`config.mk`:
```
export PLATFORM = sky130hd
export DESIGN_NAME = configurable_crc16_crc32_flat
export DESIGN_NICKNAME = d
export VERILOG_FILES = /design/src/sv/cfgcrc_pkg.sv /design/src/sv/cfgcrc_in_if.sv /design/src/sv/cfgcrc_out_if.sv /design/src/sv/cfgcrc_update.sv /design/src/sv/cfgcrc_finalize.sv /design/src/sv/configurable_crc16_crc32.sv /design/src/flat_wrapper.sv
export SDC_FILE = /design/constraint.sdc
export NUM_CORES = 1
export LEC_CHECK = 0
export BUFFER_PORTS_ARGS = -buffer_cell sky130_fd_sc_hd__buf_2
export CAP_MARGIN = 20
export CORE_UTILIZATION = 25
export CTS_CLUSTER_DIAMETER = 120
export CTS_CLUSTER_SIZE = 8
export DETAILED_ROUTE_END_ITERATION = 16
export PLACE_DENSITY = 0.52
export SYNTH_ARGS = -nofsm -noshare
export SYNTH_HDL_FRONTEND = slang
export SYNTH_SLANG_ARGS = --single-unit
```
`constraint.sdc`:
```
create_clock -name clk -period 2.5 [get_ports clk]
set_clock_uncertainty 0.1 [all_clocks]
set_input_delay 0.25 -clock clk [delete_from_list [all_inputs] [get_ports clk]]
set_output_delay 0.25 -clock clk [all_outputs]
set_load 0.1 [all_outputs]
```
`src/sv/cfgcrc_pkg.sv`:
```
// Shared types and constants for the configurable CRC-16/CRC-32 engine.
package cfgcrc_pkg;

  // Configuration register indexes
  localparam int unsigned CFG_IDX_W = 3;
  localparam logic [CFG_IDX_W-1:0] CFG_WIDE_MODE      = 3'd0;
  localparam logic [CFG_IDX_W-1:0] CFG_INIT_ALL_ONES  = 3'd1;
  localparam logic [CFG_IDX_W-1:0] CFG_REFLECT_INPUT  = 3'd2;
  localparam logic [CFG_IDX_W-1:0] CFG_REFLECT_OUTPUT = 3'd3;
  localparam logic [CFG_IDX_W-1:0] CFG_FINAL_XOR_ONES = 3'd4;

  // Widest register is a single bit
  localparam int unsigned CFG_DATA_W = 1;

  // Polynomials and masks
  localparam logic [15:0] POLY16 = 16'h1021;
  localparam logic [31:0] POLY32 = 32'h04C1_1DB7;
  localparam logic [31:0] MASK16 = 32'h0000_FFFF;
  localparam logic [31:0] MASK32 = 32'hFFFF_FFFF;

  // Live configuration
  typedef struct packed {
    logic wide_mode;
    logic init_all_ones;
    logic reflect_input;
    logic reflect_output;
    logic final_xor_ones;
  } cfg_t;

endpackage

```
`src/sv/cfgcrc_in_if.sv`:
```
// Message byte channel: one data byte and a last-byte flag per word.
interface cfgcrc_in_if;
  logic       valid;
  logic       ready;
  logic [7:0] data_byte;
  logic       last_byte;

  modport source (output valid, output data_byte, output last_byte, input ready);
  modport sink (input valid, input data_byte, input last_byte, output ready);
endinterface

```
`src/sv/cfgcrc_out_if.sv`:
```
// Result channel: one finalised CRC per word.
interface cfgcrc_out_if;
  logic        valid;
  logic        ready;
  logic [31:0] crc_value;

  modport source (output valid, output crc_value, input ready);
  modport sink (input valid, input crc_value, output ready);
endinterface

```
`src/sv/cfgcrc_update.sv`:
```
// Byte-wide CRC update: eight MSB-first shift steps, 16- or 32-bit polynomial.
module cfgcrc_update (
  input  cfgcrc_pkg::cfg_t cfg,
  input  logic [31:0]      crc,
  input  logic [7:0]       data_byte,
  output logic [31:0]      crc_next
);
  import cfgcrc_pkg::*;

  logic [7:0]  b;
  logic [31:0] r32;
  logic [15:0] r16;

  // optional bit reversal of the incoming byte
  always_comb begin
    for (int i = 0; i < 8; i++) begin
      b[i] = cfg.reflect_input ? data_byte[7-i] : data_byte[i];
    end
  end

  // unrolled shift steps for both widths
  always_comb begin
    r32 = crc ^ {b, 24'h00_0000};
    r16 = crc[15:0] ^ {b, 8'h00};
    for (int i = 0; i < 8; i++) begin
      r32 = r32[31] ? ({r32[30:0], 1'b0} ^ POLY32) : {r32[30:0], 1'b0};
      r16 = r16[15] ? ({r16[14:0], 1'b0} ^ POLY16) : {r16[14:0], 1'b0};
    end
    crc_next = cfg.wide_mode ? r32 : {16'h0000, r16};
  end

endmodule

```
`src/sv/cfgcrc_finalize.sv`:
```
// Finalisation: optional reversal over the active width, then optional inversion.
module cfgcrc_finalize (
  input  cfgcrc_pkg::cfg_t cfg,
  input  logic [31:0]      crc,
  output logic [31:0]      crc_value
);
  import cfgcrc_pkg::*;

  logic [31:0] rev32;
  logic [15:0] rev16;
  logic [31:0] sel;

  always_comb begin
    for (int i = 0; i < 32; i++) begin
      rev32[i] = crc[31-i];
    end
    for (int i = 0; i < 16; i++) begin
      rev16[i] = crc[15-i];
    end
  end

  // mask to the active width, then invert within it
  always_comb begin
    if (cfg.wide_mode) begin
      sel = cfg.reflect_output ? rev32 : crc;
      crc_value = cfg.final_xor_ones ? (sel ^ MASK32) : sel;
    end else begin
      sel = cfg.reflect_output ? {16'h0000, rev16} : (crc & MASK16);
      crc_value = cfg.final_xor_ones ? (sel ^ MASK16) : sel;
    end
  end

endmodule

```
`src/sv/configurable_crc16_crc32.sv`:
```
// Configurable CRC-16-CCITT / CRC-32 engine, top level.
// Takes one message byte per cycle on msg and returns one finalised CRC on crc
// for each byte flagged last. A byte is held in an input register, then folded
// into the running CRC register (eight combinational shift steps); a last byte
// also loads the result register, and a new byte is taken every cycle. The
// running register feeds back on itself, which sets the one-byte-per-cycle rate.
// Only a last byte waits for the result register, and only while a previous
// result is still untaken. Configuration is written via cfg_wr_en, cfg_index
// and cfg_data (bit 0) by the user, who must do so only while the block is idle;
// the block itself does not enforce this. The first byte of each message starts
// from the initial value of the configuration then live.
module configurable_crc16_crc32 (
  input  logic                                 clk,
  input  logic                                 rst,
  input  logic                                 cfg_wr_en,
  input  logic [cfgcrc_pkg::CFG_IDX_W-1:0]     cfg_index,
  input  logic [cfgcrc_pkg::CFG_DATA_W-1:0]    cfg_data,
  cfgcrc_in_if.sink                            msg,
  cfgcrc_out_if.source                         crc
);
  import cfgcrc_pkg::*;

  cfg_t        cfg;
  logic        s1_valid;
  logic [7:0]  s1_byte;
  logic        s1_last;
  logic [31:0] crc_reg;
  logic        start;
  logic        out_valid;
  logic [31:0] out_value;

  logic [31:0] init_value;
  logic [31:0] base;
  logic [31:0] upd;
  logic [31:0] fin;
  logic        adv;

  // configuration registers
  always_ff @(posedge clk) begin
    if (rst) begin
      cfg.wide_mode      <= 1'b0;
      cfg.init_all_ones  <= 1'b1;
      cfg.reflect_input  <= 1'b0;
      cfg.reflect_output <= 1'b0;
      cfg.final_xor_ones <= 1'b1;
    end else if (cfg_wr_en) begin
      case (cfg_index)
        CFG_WIDE_MODE:      cfg.wide_mode      <= cfg_data[0];
        CFG_INIT_ALL_ONES:  cfg.init_all_ones  <= cfg_data[0];
        CFG_REFLECT_INPUT:  cfg.reflect_input  <= cfg_data[0];
        CFG_REFLECT_OUTPUT: cfg.reflect_output <= cfg_data[0];
        CFG_FINAL_XOR_ONES: cfg.final_xor_ones <= cfg_data[0];
        default: ;
      endcase
    end
  end

  // the input stage moves on unless a last byte finds the result register full
  assign adv       = s1_valid && (!s1_last || !out_valid || crc.ready);
  assign msg.ready = !s1_valid || adv;

  // input register
  always_ff @(posedge clk) begin
    if (rst) begin
      s1_valid <= 1'b0;
    end else if (msg.ready) begin
      s1_valid <= msg.valid;
    end
  end

  always_ff @(posedge clk) begin
    if (msg.valid && msg.ready) begin
      s1_byte <= msg.data_byte;
      s1_last <= msg.last_byte;
    end
  end

  // starting value: initial value on the first byte of a message
  always_comb begin
    if (!cfg.init_all_ones) begin
      init_value = '0;
    end else begin
      init_value = cfg.wide_mode ? MASK32 : MASK16;
    end
  end
  assign base = start ? init_value : crc_reg;

  cfgcrc_update u_update (
    .cfg       (cfg),
    .crc       (base),
    .data_byte (s1_byte),
    .crc_next  (upd)
  );

  cfgcrc_finalize u_finalize (
    .cfg       (cfg),
    .crc       (upd),
    .crc_value (fin)
  );

  // running CRC and message-start flag
  always_ff @(posedge clk) begin
    if (rst) begin
      crc_reg <= MASK32;
      start   <= 1'b1;
    end else if (adv) begin
      crc_reg <= upd;
      start   <= s1_last;
    end
  end

  // result register
  always_ff @(posedge clk) begin
    if (rst) begin
      out_valid <= 1'b0;
    end else if (adv && s1_last) begin
      out_valid <= 1'b1;
    end else if (crc.ready) begin
      out_valid <= 1'b0;
    end
  end

  always_ff @(posedge clk) begin
    if (adv && s1_last) begin
      out_value <= fin;
    end
  end

  assign crc.valid     = out_valid;
  assign crc.crc_value = out_value;

`ifndef SYNTH
  // a last byte blocked by a full result register stays in the input stage
  a_last_held: assert property (@(posedge clk) disable iff (rst)
    s1_valid && s1_last && out_valid && !crc.ready |=> s1_valid && s1_last)
    else $error("last byte dropped while result register full");

  // finishing a message always produces a result
  a_result_loaded: assert property (@(posedge clk) disable iff (rst)
    adv && s1_last |=> out_valid)
    else $error("finished message gave no result");

  // start flag follows the last-byte flag of the byte just processed
  a_start_track: assert property (@(posedge clk) disable iff (rst)
    adv |=> start == $past(s1_last))
    else $error("message start flag out of step");

  // narrow mode keeps the upper half of the running CRC clear
  a_narrow_upper: assert property (@(posedge clk) disable iff (rst)
    adv && !cfg.wide_mode |=> crc_reg[31:16] == 16'h0000)
    else $error("upper CRC bits set in 16-bit mode");
`endif

endmodule

```
`src/flat_wrapper.sv`:
```
// flat-port wrapper written by rule: the top's interface ports become plain ports
module configurable_crc16_crc32_flat import cfgcrc_pkg::*;
  (clk, rst, cfg_wr_en, cfg_index, cfg_data, msg_valid, msg_data_byte, msg_last_byte, msg_ready, crc_valid, crc_crc_value, crc_ready);
  cfgcrc_in_if msg_i ();
  cfgcrc_out_if crc_i ();
  input  logic clk;
  input  logic rst;
  input  logic cfg_wr_en;
  input  logic [cfgcrc_pkg::CFG_IDX_W-1:0] cfg_index;
  input  logic [cfgcrc_pkg::CFG_DATA_W-1:0] cfg_data;
  input wire logic [$bits(msg_i.valid)-1:0] msg_valid;
  input wire logic [$bits(msg_i.data_byte)-1:0] msg_data_byte;
  input wire logic [$bits(msg_i.last_byte)-1:0] msg_last_byte;
  output wire logic [$bits(msg_i.ready)-1:0] msg_ready;
  output wire logic [$bits(crc_i.valid)-1:0] crc_valid;
  output wire logic [$bits(crc_i.crc_value)-1:0] crc_crc_value;
  input wire logic [$bits(crc_i.ready)-1:0] crc_ready;
  assign msg_i.valid = msg_valid;
  assign msg_i.data_byte = msg_data_byte;
  assign msg_i.last_byte = msg_last_byte;
  assign msg_ready = msg_i.ready;
  assign crc_valid = crc_i.valid;
  assign crc_crc_value = crc_i.crc_value;
  assign crc_i.ready = crc_ready;
  configurable_crc16_crc32 u_core (.clk(clk), .rst(rst), .cfg_wr_en(cfg_wr_en), .cfg_index(cfg_index), .cfg_data(cfg_data), .msg(msg_i), .crc(crc_i));
endmodule
```
== Yosys cells after proc, flatten, opt, wreduce, memory -nomap -nowiden ==
Index checks and enable logic that the tools add are counted.

* Output and inout bits: 34
* Bits in registers: 81
* Logic and storage cells: 87
* Input port bits: 18

* Reductions and logical operators: 16
* Bitwise gates (word level): 20
* Equality and inequality tests: 4
* Mux-type cells: 35

{| class="wikitable"
|+ Operators by type and width
! kind !! number
|-
| 2-to-1 mux 32 bit || 7
|-
| 2-to-1 mux 27 bit || 8
|-
| inverter 14 bit || 8
|-
| 2-to-1 mux 13 bit || 8
|-
| 2-to-1 mux 16 bit || 2
|-
| inverter 32 bit || 1
|-
| bitwise XOR 32 bit || 1
|-
| inverter 3 bit || 8
|-
| inverter 16 bit || 1
|-
| bitwise XOR 16 bit || 1
|-
| 2-to-1 mux 1 bit || 10
|-
| AND reduction 2 bit || 5
|-
| equality test 3 x 2 -> 1 bit, second input constant || 2
|-
| equality test 3 x 1 -> 1 bit, second input constant || 1
|-
| equality test 3 bit, second input constant || 1
|-
| logical AND 1 bit || 3
|-
| logical NOT 1 bit || 3
|-
| logical NOT 3 bit || 1
|-
| logical OR 1 bit || 3
|-
| nonzero test 2 bit || 1
|}

== Longest topological paths before layout ==
Gate-level depths: netlist of the first run.

* Depth after elaboration: 25
* Mapped depth: 9
* Gate-level depth less buffers: 8

== By module ==
Synthesis of the first run repeated with hierarchy kept, for this count alone.

* Cells, all modules: 539
* Area, all modules: 5,549.1 µm²

{| class="wikitable"
|+ By module, submodules not included
! module !! instances !! area an instance (µm²) !! cells each !! sequential area each (µm²)
|-
| configurable_crc16_crc32 || 1 || 3,140.5 || 262 || 2,031.9
|-
| cfgcrc_update || 1 || 1,443.9 || 152 || 0.0
|-
| cfgcrc_finalize || 1 || 964.7 || 125 || 0.0
|}

== Worst setup path before layout of the first run ==
OpenSTA, ideal clock, no wires.

* Path type: reg-to-reg
* From: reg u_core.s1_byte[1]
* To: reg u_core.out_value[8] (netlist: u_core.crc.crc_value[8]) (data pin)
* Buffers on the path: 1
* Arrival: 2.278 ns
* Cell stages (with the launch flop): 10
* Library setup time: 0.278 ns
* Setup slack: -0.155 ns
* Period minus slack after synthesis: 2.655 ns
* Data required time: 2.122 ns
* Path through: edfxtp_1 -> buf_4 -> xnor2_1 -> mux2i_4 -> xnor2_2 -> xnor2_4 -> mux2i_1 -> or4_1 -> a31oi_1 -> xor2_1

* Longest elaborated chain between the ends: 18
* Elaborated cells between the ends (all ways): 31
* Those cells by class: mux (20); bitwise (11)

{| class="wikitable"
|+ Ends and longest elaborated chain
! what !! RTL line !! text
|-
| from (decl) || configurable_crc16_crc32.sv:25 || <nowiki>logic [7:0] s1_byte;</nowiki>
|-
| from (signal assigned) || configurable_crc16_crc32.sv:73 || <nowiki>s1_byte <= msg.data_byte;</nowiki>
|-
| 2-to-1 mux 1 bit || cfgcrc_update.sv:17 || <nowiki>b[i] = cfg.reflect_input ? data_byte[7-i] : data_byte[i];</nowiki>
|-
| bitwise XOR 32 bit || cfgcrc_update.sv:23 || <nowiki>r32 = crc ^ {b, 24'h00_0000};</nowiki>
|-
| 2-to-1 mux 27 bit || cfgcrc_update.sv:26 || <nowiki>r32 = r32[31] ? ({r32[30:0], 1'b0} ^ POLY32) : {r32[30:0], 1'b0};</nowiki>
|-
| 2-to-1 mux 27 bit / inverter 14 bit (equally long branches) || n/a ||
|-
| inverter 14 bit (no line) / 2-to-1 mux 27 bit (equally long branches) || n/a ||
|-
| 2-to-1 mux 27 bit || cfgcrc_update.sv:26 ||
|-
| inverter 14 bit (no line) || n/a ||
|-
| 2-to-1 mux 27 bit || cfgcrc_update.sv:26 ||
|-
| [... 3 more ...] || n/a ||
|-
| inverter 14 bit (no line) || n/a ||
|-
| 2-to-1 mux 27 bit || cfgcrc_update.sv:26 ||
|-
| 2-to-1 mux 32 bit * || cfgcrc_update.sv:29 || <nowiki>crc_next = cfg.wide_mode ? r32 : {16'h0000, r16};</nowiki>
|-
| 2-to-1 mux 16 bit / 2-to-1 mux 32 bit (equally long branches) || cfgcrc_finalize.sv:28, cfgcrc_finalize.sv:25 ||
|-
| inverter 16 bit (no line) / inverter 32 bit (equally long branches) || n/a ||
|-
| 2-to-1 mux 16 bit / 2-to-1 mux 32 bit (equally long branches) || cfgcrc_finalize.sv:29, cfgcrc_finalize.sv:26 ||
|-
| 2-to-1 mux 32 bit * || cfgcrc_finalize.sv:24 || <nowiki>if (cfg.wide_mode) begin</nowiki>
|-
| via u_core.fin[8] || configurable_crc16_crc32.sv:35 || <nowiki>logic [31:0] fin;</nowiki>
|-
| to (signal assigned) || configurable_crc16_crc32.sv:125 || <nowiki>out_value <= fin;</nowiki>
|-
| to (decl) || configurable_crc16_crc32.sv:30 || <nowiki>logic [31:0] out_value;</nowiki>
|}

Mark *: on every way through the listed nets, which the timed path passes. The rest lies on a longest branch.
A chain may end at the register's enable or synchronous reset.

== Final worst setup path of the first run ==
* From: reg u_core.s1_byte[6]
* To: reg u_core.out_value[11] (netlist: u_core.crc.crc_value[11]) (data pin)

* Longest elaborated chain between the ends: 18
* Elaborated cells between the ends (all ways): 32
* Those cells by class: mux (23); bitwise (9)

{| class="wikitable"
|+ Ends and longest elaborated chain
! what !! RTL line
|-
| 2-to-1 mux 1 bit || cfgcrc_update.sv:17
|-
| bitwise XOR 32 bit || cfgcrc_update.sv:23
|-
| 2-to-1 mux 27 bit (2 in a row) || cfgcrc_update.sv:26
|-
| inverter 14 bit (no line) || n/a
|-
| 2-to-1 mux 27 bit || cfgcrc_update.sv:26
|-
| inverter 14 bit (no line) || n/a
|-
| 2-to-1 mux 27 bit (2 in a row) || cfgcrc_update.sv:26
|-
| inverter 14 bit (no line) || n/a
|-
| 2-to-1 mux 27 bit || cfgcrc_update.sv:26
|-
| inverter 14 bit (no line) || n/a
|-
| 2-to-1 mux 27 bit || cfgcrc_update.sv:26
|-
| 2-to-1 mux 32 bit * || cfgcrc_update.sv:29
|-
| 2-to-1 mux 16 bit / 2-to-1 mux 32 bit (equally long branches) || cfgcrc_finalize.sv:28, cfgcrc_finalize.sv:25
|-
| inverter 16 bit (no line) / inverter 32 bit (equally long branches) || n/a
|-
| 2-to-1 mux 16 bit / 2-to-1 mux 32 bit (equally long branches) || cfgcrc_finalize.sv:29, cfgcrc_finalize.sv:26
|-
| 2-to-1 mux 32 bit * || cfgcrc_finalize.sv:24
|-
| via u_core.fin[11] || configurable_crc16_crc32.sv:35
|}

Marked as above.

==> results of run 1 <==
[worst max-delay path: stages, from the launching register on]
cell,delay (ns)
sky130_fd_sc_hd__edfxtp_1,0.51
sky130_fd_sc_hd__xnor2_2,0.21
sky130_fd_sc_hd__buf_4,0.15
sky130_fd_sc_hd__mux2i_4,0.24
sky130_fd_sc_hd__buf_12,0.15
sky130_fd_sc_hd__xnor2_4,0.15
sky130_fd_sc_hd__buf_12,0.15
sky130_fd_sc_hd__xnor2_4,0.11
sky130_fd_sc_hd__xnor3_1,0.28
sky130_fd_sc_hd__a21o_1,0.21
sky130_fd_sc_hd__o21ai_2,0.15
sky130_fd_sc_hd__xnor2_1,0.08
[repair_timing]
| item | in CTS | in global routing |
|---|---|---|
| hold buffers | 9 | 0 |
| setup endpoints to repair | 34 | 40 |
| resized for setup | 75 | 62 |
| hold endpoints to repair | 9 | 0 |
| setup buffers | 29 | 18 |
| cloned | 0 | 0 |
| pin swaps | 28 | 35 |
[per-stage QoR]
| stage | worst slack (ns) | cell area, µm² | utilization | power (µW) |
|---|---|---|---|---|
| after floorplan | -0.07492 | 5949 | - | 2885 |
| after global placement | -0.4344 | 7316 | 0.3192 | 3569 |
| final | -0.2412 | 8685 | 0.3790 | 5452 |
| after detailed placement | -0.4075 | 7316 | 0.3192 | 3569 |
| after global routing | -0.3398 | 8685 | 0.3790 | 5690 |
| after CTS | -0.2148 | 8330 | 0.3635 | 5280 |
[cell type report]
class / instances / area (µm²) / share of cell area
tap: 313 / 391.6 / 0.04509
clock inverter: 4 / 52.55 / 0.006051
clock buffer: 12 / 246.5 / 0.02838
inverter: 7 / 26.28 / 0.003026
multi-input combinational: 474 / 4222 / 0.4861
timing repair buffer: 218 / 1708 / 0.1967
sequential: 81 / 2038 / 0.2347
[routing by layer]
| metal | up-vias | track usage |
|---|---|---|
| li1 | 2452 | - |
| met1 | 2313 | 0.2050 |
| met2 | 132 | 0.2486 |
| met3 | 32 | 0.02306 |
| met4 | 0 | 0.05882 |
| met5 | - | 0 |
[placed cells by master (no fill, tap or decap), types with 7 or more instances in the layout]
cell type and n:
sky130_fd_sc_hd__xnor2_2 19, sky130_fd_sc_hd__buf_4 126, sky130_fd_sc_hd__nor2_1 45, sky130_fd_sc_hd__nand2_1 31, sky130_fd_sc_hd__nand3_1 14, sky130_fd_sc_hd__mux2i_1 30, sky130_fd_sc_hd__dfxtp_1 35, sky130_fd_sc_hd__buf_2 51
sky130_fd_sc_hd__a21o_1 9, sky130_fd_sc_hd__dlygate4sd3_1 9, sky130_fd_sc_hd__o21ai_2 8, sky130_fd_sc_hd__xnor2_4 17, sky130_fd_sc_hd__mux2i_2 9, sky130_fd_sc_hd__xor2_2 7, sky130_fd_sc_hd__and2_1 12, sky130_fd_sc_hd__a21oi_2 7
sky130_fd_sc_hd__buf_6 25, sky130_fd_sc_hd__o21ai_0 22, sky130_fd_sc_hd__a21oi_1 40, sky130_fd_sc_hd__clkbuf_16 9, sky130_fd_sc_hd__a211o_1 14, sky130_fd_sc_hd__edfxtp_1 41, sky130_fd_sc_hd__xnor2_1 80, sky130_fd_sc_hd__xor2_1 29
[how the worst max path moves through the flow]
stage | startpoint | to | slack (ns) | cells past startpoint
6_report | u_core.s1_byte[6]$_DFFE_PP_ | u_core.crc.crc_value[11]$_DFFE_PP_ | -0.24 | 11
5_1_grt | u_core.s1_byte[1]$_DFFE_PP_ | u_core.crc.crc_value[11]$_DFFE_PP_ | -0.34 | 11
4_1_cts | u_core.s1_byte[2]$_DFFE_PP_ | u_core.crc.crc_value[10]$_DFFE_PP_ | -0.21 | 10
3_5_place_dp | u_core.s1_byte[2]$_DFFE_PP_ | u_core.crc.crc_value[22]$_SDFFCE_PN0P_ | -0.41 | 8
3_3_place_gp | u_core.s1_byte[2]$_DFFE_PP_ | u_core.crc.crc_value[22]$_SDFFCE_PN0P_ | -0.43 | 8
2_1_floorplan | u_core.s1_byte[1]$_DFFE_PP_ | u_core.crc.crc_value[8]$_DFFE_PP_ | -0.07 | 9
[power by group]
part / switching (µW) / leakage [µW] / internal (µW)
Sequential: 65.7 / 0.000712 / 1490
Combinational: 1270 / 0.00261 / 1260
Clock: 559 / 0.000147 / 806
Total: 1890 / 0.00347 / 3560
[cell families after synthesis]
family,share of synthesized area
buffers and inverters,0.04684
xor gates and xnor gates,0.2808
muxes,0.08542
DFF,0.3442
AOI/OAI and AO/OA,0.1295
and+or+nand+nor,0.1132
==> results.yml, run 1 <==
drt:
  top_signal_layer_used: "met4"
  detailedRoute.firstIterationViolations: 272
  firstDrtPassIters: 5
  met2_length_mm: 8.200
  total_routed_wirelength_mm: 17.96
  detailroute.via_count: 4929
  routed_via_density: 4.445
  post-route-drc-count: 0
  met3_layer_wire_length_in_the_routed_design_um: 828
  wire_per_inst_um: 16.19
  route.layer.met1.wl_mm: 8.395
  detail-route-antenna-nets: 0
clock_tree:
  cts_root_buffer: "sky130_fd_sc_hd__clkbuf_16"
  insertion_delay_ns: 0.35
  cts_htree_levels: 3
  cts_made_buffers: 9
  clock_transition_time_at_the_flip_flop_clock_pins_of_the_worst_setup_and_hold_paths_ns: 0.07
  maximum_clock_path_buffer_count: 2
  cts.sinks: 81
  cts_tree: "done"
logic_synthesis:
  syn-num-nets: 634
  yosysMostFrequentCell: "sky130_fd_sc_hd__xnor2_1"
  synth_enable_flop_cells: 41
  synth_top_area_cell: "sky130_fd_sc_hd__edfxtp_1"
  postSynth.asyncResetShare: 0
  avgSynthCellArea_um2: 9.583
  cell_count_after_synthesis: 616
  syn-cell-area_um2: 5903
  yosys.area.top_type_share: 0.2086
  synth_seq_area_share: 0.3442
  ys.warnings.count: 0
  ys_types: 51
  synth_top_flop_cell: "sky130_fd_sc_hd__edfxtp_1"
  synth.ff_latch_count: 81
  synth_commonest_cells: "105 x sky130_fd_sc_hd__xnor2_1, 50 x sky130_fd_sc_hd__a21oi_1, 48 x sky130_fd_sc_hd__nor2_1"
  post_synth_main_area_contributors: "sky130_fd_sc_hd__edfxtp_1 21%, sky130_fd_sc_hd__xnor2_1 16%, sky130_fd_sc_hd__dfxtp_1 14%, sky130_fd_sc_hd__mux2i_1 6.8%, sky130_fd_sc_hd__xor2_1 5.2%"
floorplanning:
  total_number_of_placement_rows: 55
  initial_utilization: 0.2576
  die_y_um: 155.7
  design.portCount: 52
  core_area_um2: 22920
  die_area_um2: 24230
  die_x_um: 155.7
worst_setup_path:
  worst_setup_path_end_kind: "flip-flop"
  worst_r2r_src: "u_core.s1_byte[6]$_DFFE_PP_"
  worstReg2RegEnd: "u_core.crc.crc_value[11]$_DFFE_PP_"
  crit_fanout: 4
  critPathLaunchType: "flip-flop"
  ff2ff_path_depth: 11
  rrSetupSlack_ns: -0.24
  worst-setup-path-type: "reg -> reg"
  cp_data_arrival_time_ns: 2.74
  critical_path_required_ns: 2.50
worst_hold_path:
  holdPathEnd: "u_core.s1_valid$_SDFFE_PP0N_"
  hold_class: "in -> reg"
  min-delay-start: "msg_valid"
  whs_path_depth: 3
job:
  timing.max_cap.violations: 0
pwr:
  power.static_leakage_uw: 0.003473
  peakVddDrop_v: 0.0002522
  power.density_cell_area_nw_per_um2: 627.8
sta:
  finalHoldViolCount: 0
  worstMarginPinSlew_ns: 1.050
  period_minus_slack_ns: 2.741
  fmaxAchievable_ghz: 0.3648
  tns_ns: -3.618
  rsz_0062_raised_after_global_routing: "yes"
  postLayoutSetupSlackWorst_ns: -0.2412
  final_min_period_over_clock_period: 1.096
  slew_violations: 0
  worst_case_hold_slack_ns: 0.05783
  finalSetupViolations: 32
  maxSlewHeadroom: 0.2968
placement:
  gpl.final_weighted_congestion: 0.8959
  portBuffers: 51
  dp_hpwl_mm: 13.35
  place.detailed.instances: 1051
global_route:
  grt_first_pass_wirelength_mm: 27.89
  grt_max_degree: 51
  gr-total-overflow: 0
  grt.total_usage: 0.1534
  via_count_of_the_first_global_routing_pass: 4825
  grt_antenna_before_repair: 0
finish:
  final_net_count: 809
  areaGrowthSynthToFinish_pct: 47.12
  num_antenna_cells: 0
  num-fill-cells: 2239
  final_cell_count_no_fill: 1109
  final_layout_size_suffix_gt1_frac: 0.4108
outcome:
  outcome: "complete, but fails checks"
  failed_checks: "negative setup slack"
(Power assumes the default switching activity.)
==> inputs of run 2 (changes only) <==
--- a/config.mk
+++ b/config.mk
@@ -5,6 +5,7 @@
 export SDC_FILE = /design/constraint.sdc
 export NUM_CORES = 1
 export LEC_CHECK = 0
+export ABC_AREA = 1
 export BUFFER_PORTS_ARGS = -buffer_cell sky130_fd_sc_hd__buf_2
 export CAP_MARGIN = 20
 export CORE_UTILIZATION = 25
==> run 2 against run 1 <==
  * The flow now finishes without violations
  * Setup slack better by 0.27 ns
  * Critical path depth rose by 5
  * Sequential share of layout area hardly changed
  * Sequential power about the same
  * Non-clock buffer count shrank 7
  * Clock-buffer cell count unchanged
  * Worst hold slack better by 0.0035 ns
  * Global-route usage rose by 1.6 points
  * Core utilization up 0.16 points
  * Clock power is essentially flat
  * Register-to-register slack better by 0.27 ns
  * Synthesized cell count increased by 39%
==> results.yml, run 2 <==
outcome:
  outcome: "finished, final reports clean"
logic_synthesis:
  synth_top_flop_cell: "sky130_fd_sc_hd__edfxtp_1"
  ys_types: 41
  postSynth.asyncResetShare: 0
  ys.warnings.count: 0
  avgSynthCellArea_um2: 6.866
  yosysMostFrequentCell: "sky130_fd_sc_hd__nand2_1"
  yosys.area.top_type_share: 0.2090
  synth_commonest_cells: "295 x sky130_fd_sc_hd__nand2_1, 84 x sky130_fd_sc_hd__nand3_1, 65 x sky130_fd_sc_hd__o21ai_0"
  synth.ff_latch_count: 81
  synth_seq_area_share: 0.3449
  synth_enable_flop_cells: 41
  synth_top_area_cell: "sky130_fd_sc_hd__edfxtp_1"
  syn-num-nets: 876
  cell_count_after_synthesis: 858
  syn-cell-area_um2: 5891
  post_synth_main_area_contributors: "sky130_fd_sc_hd__edfxtp_1 21%, sky130_fd_sc_hd__nand2_1 19%, sky130_fd_sc_hd__dfxtp_1 14%, sky130_fd_sc_hd__nand3_1 7.1%, sky130_fd_sc_hd__o21ai_0 5.5%"
floorplanning:
  design.portCount: 52
  core_area_um2: 22850
  total_number_of_placement_rows: 55
  die_x_um: 155.5
  die_y_um: 155.5
  initial_utilization: 0.2578
  die_area_um2: 24180
global_route:
  grt.met2_usage: 0.2680
  grt_antenna_before_repair: 0
  gr-usage-met3: 0.02618
  grt_max_degree: 59
  grtUsageMet1: 0.2377
  grt.total_usage: 0.1695
  grt_first_pass_wirelength_mm: 30.88
  via_count_of_the_first_global_routing_pass: 5508
  grt_busiest_layer: "met2"
  gr-total-overflow: 0
sta:
  fmaxAchievable_ghz: 0.4042
  final_min_period_over_clock_period: 0.9896
  period_minus_slack_ns: 2.474
  worstMarginPinSlew_ns: 1.058
  tns_ns: 0
  slew_violations: 0
  finalSetupViolations: 0
  worst_case_hold_slack_ns: 0.06132
  finalHoldViolCount: 0
  rsz_0062_raised_after_global_routing: "yes"
  maxSlewHeadroom: 0.2941
worst_setup_path:
  cp.buffers_inverters: 3
  critical_path_required_ns: 2.51
  path_delay_family: "simple AND/OR/NAND/NOR gates"
  cp_cell_sequence: "buf_12 -> or2_4 -> nand2_4 -> nand2_1 -> nand2_2 -> nand2_2 -> nand2_4 -> buf_4 -> nand2_1 -> buf_4 -> nand3_1 -> nand3_2 -> nand2_4 -> nand2_2 -> a21oi_2 -> nor2_1"
  cp_slowest_cell: "sky130_fd_sc_hd__dfxtp_4"
  worst-setup-path-type: "reg -> reg"
  cp_data_arrival_time_ns: 2.49
  crit_fanout: 10
  critPathLaunchType: "flip-flop"
  cpPeakStageDelay_ns: 0.39
  worst_setup_path_end_kind: "flip-flop"
finish:
  areaGrowthSynthToFinish_pct: 47.62
  layout_commonest_cell: "sky130_fd_sc_hd__nand2_1"
  final_cell_mix: "235 x sky130_fd_sc_hd__nand2_1, 132 x sky130_fd_sc_hd__buf_4, 82 x sky130_fd_sc_hd__nand2_2, 62 x sky130_fd_sc_hd__o21ai_0, 59 x sky130_fd_sc_hd__nand3_1"
  num-fill-cells: 2474
  layout.core_utilization: 0.3806
  final_layout_size_suffix_gt1_frac: 0.4023
  multi_input_combinational_cell_area_um2: 4059
  num_antenna_cells: 0
  final_net_count: 1057
  layout.area.seq_um2: 2042
clock_tree:
  cts_made_buffers: 9
  clock_transition_time_at_the_flip_flop_clock_pins_of_the_worst_setup_and_hold_paths_ns: 0.07
  cts_htree_levels: 3
  cts_root_buffer: "sky130_fd_sc_hd__clkbuf_16"
  cts_tree: "done"
  cts.sinks: 81
  insertion_delay_ns: 0.36
  maximum_clock_path_buffer_count: 2
placement:
  portBuffers: 51
  gpl.final_weighted_congestion: 0.9318
  dp_hpwl_mm: 14.95
drt:
  total_routed_wirelength_mm: 20.52
  detailedRoute.firstIterationViolations: 514
  routed_via_density: 4.608
  firstDrtPassIters: 5
  post-route-drc-count: 0
  detail-route-antenna-nets: 0
  wire_per_inst_um: 15.12
  detailroute.via_count: 6253
job:
  timing.max_cap.violations: 0
pwr:
  peakVddDrop_v: 0.0003682
  power.density_cell_area_nw_per_um2: 611.6
  power.static_leakage_uw: 0.003990
worst_hold_path:
  hold_class: "in -> reg"
-- run 2: logic make-up (layout without fill, tap and decap cells) --
logic type | after synthesis | in the layout | synth area share
xor gates and xnor gates | 45 | 45 | 0.07456
AOI/OAI and AO/OA | 145 | 145 | 0.1332
DFF | 81 | 81 | 0.3449
and+or+nand+nor | 480 | 480 | 0.3677
buffers and inverters | 107 | 293 | 0.07965
-- run 2: layout make-up --
cell class,instances,area share
Tap cell,313,0.04504
Timing Repair Buffer,211,0.1894
Multi-Input combinational cell,670,0.4668
Inverter,66,0.02964
Sequential cell,81,0.2348
Clock inverter,4,0.006043
Clock buffer,12,0.02835
-- run 2: worst paths after layout --
kind | from | end | slack, ns | depth (start not counted)
hold / removal | msg_valid | u_core.s1_valid$_SDFFE_PP0N_ | 0.06 | 3
setup reg to reg | u_core.start$_SDFFE_PP1P_ | u_core.crc.crc_value[21]$_SDFFCE_PN0P_ | 0.03 | 16
hold reg to reg | u_core.crc_reg[18]$_SDFFE_PP1P_ | u_core.crc_reg[18]$_SDFFE_PP1P_ | 0.37 | 2
setup / recovery | u_core.start$_SDFFE_PP1P_ | u_core.crc.crc_value[21]$_SDFFCE_PN0P_ | 0.03 | 16
-- run 2: where the power goes --
part	switching [µW]	internal, µW	leakage (µW)
Clock	583	805	0.000143
Sequential	45.7	1500	0.000720
Combinational	1430	953	0.00313
Total	2060	3260	0.00399
-- run 2: metal layers --
metal  routed length [µm]  share of wire
met4                  417          0.020
met1                 9627           0.47
met3                 1058          0.052
met2                 9413           0.46
met5                    0              0
-- run 2: worst register-to-register path, stage by stage (launching register included) --
cell and delay, ns:
sky130_fd_sc_hd__dfxtp_4 0.39, sky130_fd_sc_hd__buf_12 0.15, sky130_fd_sc_hd__or2_4 0.25, sky130_fd_sc_hd__nand2_4 0.07
sky130_fd_sc_hd__nand2_1 0.06, sky130_fd_sc_hd__nand2_2 0.13, sky130_fd_sc_hd__nand2_2 0.08, sky130_fd_sc_hd__nand2_4 0.09
sky130_fd_sc_hd__buf_4 0.11, sky130_fd_sc_hd__nand2_1 0.07, sky130_fd_sc_hd__buf_4 0.13, sky130_fd_sc_hd__nand3_1 0.08
sky130_fd_sc_hd__nand3_2 0.12, sky130_fd_sc_hd__nand2_4 0.14, sky130_fd_sc_hd__nand2_2 0.07, sky130_fd_sc_hd__a21oi_2 0.14
sky130_fd_sc_hd__nor2_1 0.05
-- run 2: what timing repair did --
| action | CTS | global route |
|---|---|---|
| setup buffers | 4 | 34 |
| hold buffers | 9 | 0 |
| gates cloned | 0 | 1 |
| endpoints found under the hold margin | 9 | 0 |
| pin swaps | 5 | 54 |
| gates resized for setup | 24 | 155 |
| setup endpoints to repair | 31 | 33 |
-- run 2: per-stage QoR --
stage	instances	power [µW]	setup slack, ns	cell area, µm²
floorplan	858	2766	0.01114	5896
global placement	1293	3496	-0.2713	7264
detailed placement	1293	3505	-0.2523	7264
CTS	1322	4962	0.00003997	7779
global route	1357	5590	-0.1018	8696
finish	1357	5319	0.02597	8696
==> inputs of run 3 (changes only) <==
--- a/config.mk
+++ b/config.mk
@@ -8,11 +8,13 @@
 export ABC_AREA = 1
 export BUFFER_PORTS_ARGS = -buffer_cell sky130_fd_sc_hd__buf_2
 export CAP_MARGIN = 20
-export CORE_UTILIZATION = 25
+export CORE_UTILIZATION = 55
 export CTS_CLUSTER_DIAMETER = 120
 export CTS_CLUSTER_SIZE = 8
 export DETAILED_ROUTE_END_ITERATION = 16
-export PLACE_DENSITY = 0.52
+export HOLD_SLACK_MARGIN = 0.15
+export PLACE_DENSITY = 0.88
+export SLEW_MARGIN = 5
 export SYNTH_ARGS = -nofsm -noshare
 export SYNTH_HDL_FRONTEND = slang
 export SYNTH_SLANG_ARGS = --single-unit
==> run 3 against run 2 <==
  * The run now ends with negative setup slack left
  * Register-to-register slack got worse by 0.37 ns
  * Cell area is 4.6% lower
  * Fmax decreased by 13%
  * Sequential cell count is the same
  * Clock-buffer cell count is 3 lower
  * Final cell count fell by 16%
  * Worst hold slack gained 0.17 ns
  * Sequential power is essentially flat
  * Combinational power rose by 4%
  * Critical path type unchanged
==> results.yml, run 3 (synthesized netlist as in run 2, its figures left out) <==
outcome:
  outcome: "complete, but fails checks"
  failed_checks: "negative setup slack"
sta:
  period_minus_slack_ns: 2.849
  maxSlewHeadroom: 0.3032
  final_min_period_over_clock_period: 1.139
  slew_violations: 0
  finalHoldViolCount: 0
  worst_case_hold_slack_ns: 0.2333
  fmaxAchievable_ghz: 0.3510
  worstMarginPinSlew_ns: 1.044
  finalSetupViolations: 30
  postLayoutSetupSlackWorst_ns: -0.3487
  rsz_0062_raised_after_global_routing: "yes"
clock_tree:
  maximum_clock_path_buffer_count: 2
  cts_root_buffer: "sky130_fd_sc_hd__clkbuf_8"
  cts_made_buffers: 9
  cts.sinks: 81
  insertion_delay_ns: 0.39
  clock_transition_time_at_the_flip_flop_clock_pins_of_the_worst_setup_and_hold_paths_ns: 0.11
  cts_tree: "done"
  cts_htree_levels: 3
finish:
  layout.core_utilization: 0.8001
  final_net_count: 1018
  final_layout_size_suffix_gt1_frac: 0.3871
  final_cell_mix: "231 x sky130_fd_sc_hd__nand2_1, 81 x sky130_fd_sc_hd__buf_4, 79 x sky130_fd_sc_hd__nand2_2, 55 x sky130_fd_sc_hd__inv_1, 55 x sky130_fd_sc_hd__nand3_1"
  num_antenna_cells: 0
  areaGrowthSynthToFinish_pct: 40.85
  finish.instance_area_um2: 8297
  layout_commonest_cell: "sky130_fd_sc_hd__nand2_1"
  final_cell_count_no_fill: 1141
placement:
  place.detailed.instances: 1060
  dp_hpwl_mm: 12.59
  postPlaceCellArea_um2: 6573
  portBuffers: 51
  gpl.final_weighted_congestion: 1.020
drt:
  detailroute.via_count: 7351
  detail-route-antenna-nets: 0
  total_routed_wirelength_mm: 25.25
  firstDrtPassIters: 9
  routed_via_density: 6.443
  detailedRoute.firstIterationViolations: 1523
  post-route-drc-count: 0
  wire_per_inst_um: 22.13
job:
  timing.max_cap.violations: 0
global_route:
  grt.total_usage: 0.3381
  grt_first_pass_wirelength_mm: 29.02
  via_count_of_the_first_global_routing_pass: 5589
  gr-total-overflow: 0
  grt_max_degree: 59
  grt_antenna_before_repair: 1
worst_setup_path:
  critical_path_required_ns: 2.55
  critPathLaunchType: "flip-flop"
  cp_data_arrival_time_ns: 2.90
  worst_setup_path_end_kind: "flip-flop"
  worst-setup-path-type: "reg -> reg"
  crit_fanout: 6
floorplanning:
  total_number_of_placement_rows: 37
  die_x_um: 105.5
  die_area_um2: 11130
  design.portCount: 52
  initial_utilization: 0.5681
  die_y_um: 105.5
  core_area_um2: 10370
pwr:
  power.static_leakage_uw: 0.003817
  power.density_cell_area_nw_per_um2: 610.3
  peakVddDrop_v: 0.0006446
worst_hold_path:
  hold_class: "in -> reg"
[run 3: per-stage QoR]
stage	worst slack [ns]	power, µW	TNS, ns
global route	-0.3567	5197	-6.258
floorplan	0.01114	2766	0
global placement	-0.1235	3252	-1.153
detailed placement	-0.1366	3274	-1.291
finish	-0.3487	5063	-3.078
CTS	0.002780	4320	0
[run 3: worst paths after layout]
kind,from,to,slack [ns],depth (start not counted)
setup reg to reg,u_core.start$_SDFFE_PP1P_,u_core.crc.crc_value[22]$_SDFFCE_PN0P_,-0.35,14
hold reg to reg,u_core.crc_reg[6]$_SDFFE_PP1P_,u_core.crc_reg[6]$_SDFFE_PP1P_,0.37,2
hold / removal,cfg_wr_en,u_core.cfg[4]$_SDFFE_PP0P_,0.23,5
setup / recovery,u_core.start$_SDFFE_PP1P_,u_core.crc.crc_value[22]$_SDFFCE_PN0P_,-0.35,14
[run 3: area by class of cell]
cell class	instances	area (µm²)
clock buffer	9	123.9
sequential	81	2044
clock inverter	7	81.33
multi-input combinational	672	4232
fill	576	2073
timing repair buffer	170	1383
tap	136	170.2
inverter	66	262.8
[run 3: report_power, final]
part | leakage [µW] | internal [µW] | total [µW] | switching, µW
combinational | 0.00299 | 852 | 2480 | 1630
sequential | 0.000720 | 1500 | 1560 | 59.4
clock | 0.000104 | 401 | 1030 | 628
[run 3: repair_timing]
action / in CTS / in global routing
hold buffers: 21 / 0
pin swaps: 6 / 76
endpoints found under the hold margin: 16 / 0
cloned: 1 / 7
gates resized for setup: 11 / 206
setup buffers: 6 / 30
setup endpoints to repair: 29 / 35
[run 3: worst max-delay path, stage by stage (launching register included)]
cell and delay, ns:
sky130_fd_sc_hd__dfxtp_4 0.42, sky130_fd_sc_hd__buf_12 0.15, sky130_fd_sc_hd__or2_4 0.26, sky130_fd_sc_hd__nand3_4 0.16, sky130_fd_sc_hd__nand2_2 0.19, sky130_fd_sc_hd__nand2_1 0.16
sky130_fd_sc_hd__nand2_1 0.07, sky130_fd_sc_hd__nand2_1 0.09, sky130_fd_sc_hd__nand2_1 0.11, sky130_fd_sc_hd__nand2_1 0.09, sky130_fd_sc_hd__nand2_1 0.08, sky130_fd_sc_hd__o21ai_4 0.28
sky130_fd_sc_hd__nand2_1 0.16, sky130_fd_sc_hd__a21oi_1 0.21, sky130_fd_sc_hd__nor2_1 0.08
[run 3: layer usage]
metal,vias to the layer above,wire length (µm),GRT usage
li1,3067,-,-
met1,3327,8502,0.4391
met2,715,10970,0.5273
met3,240,3507,0.06184
met4,2,2229,0.1974
met5,-,34,0
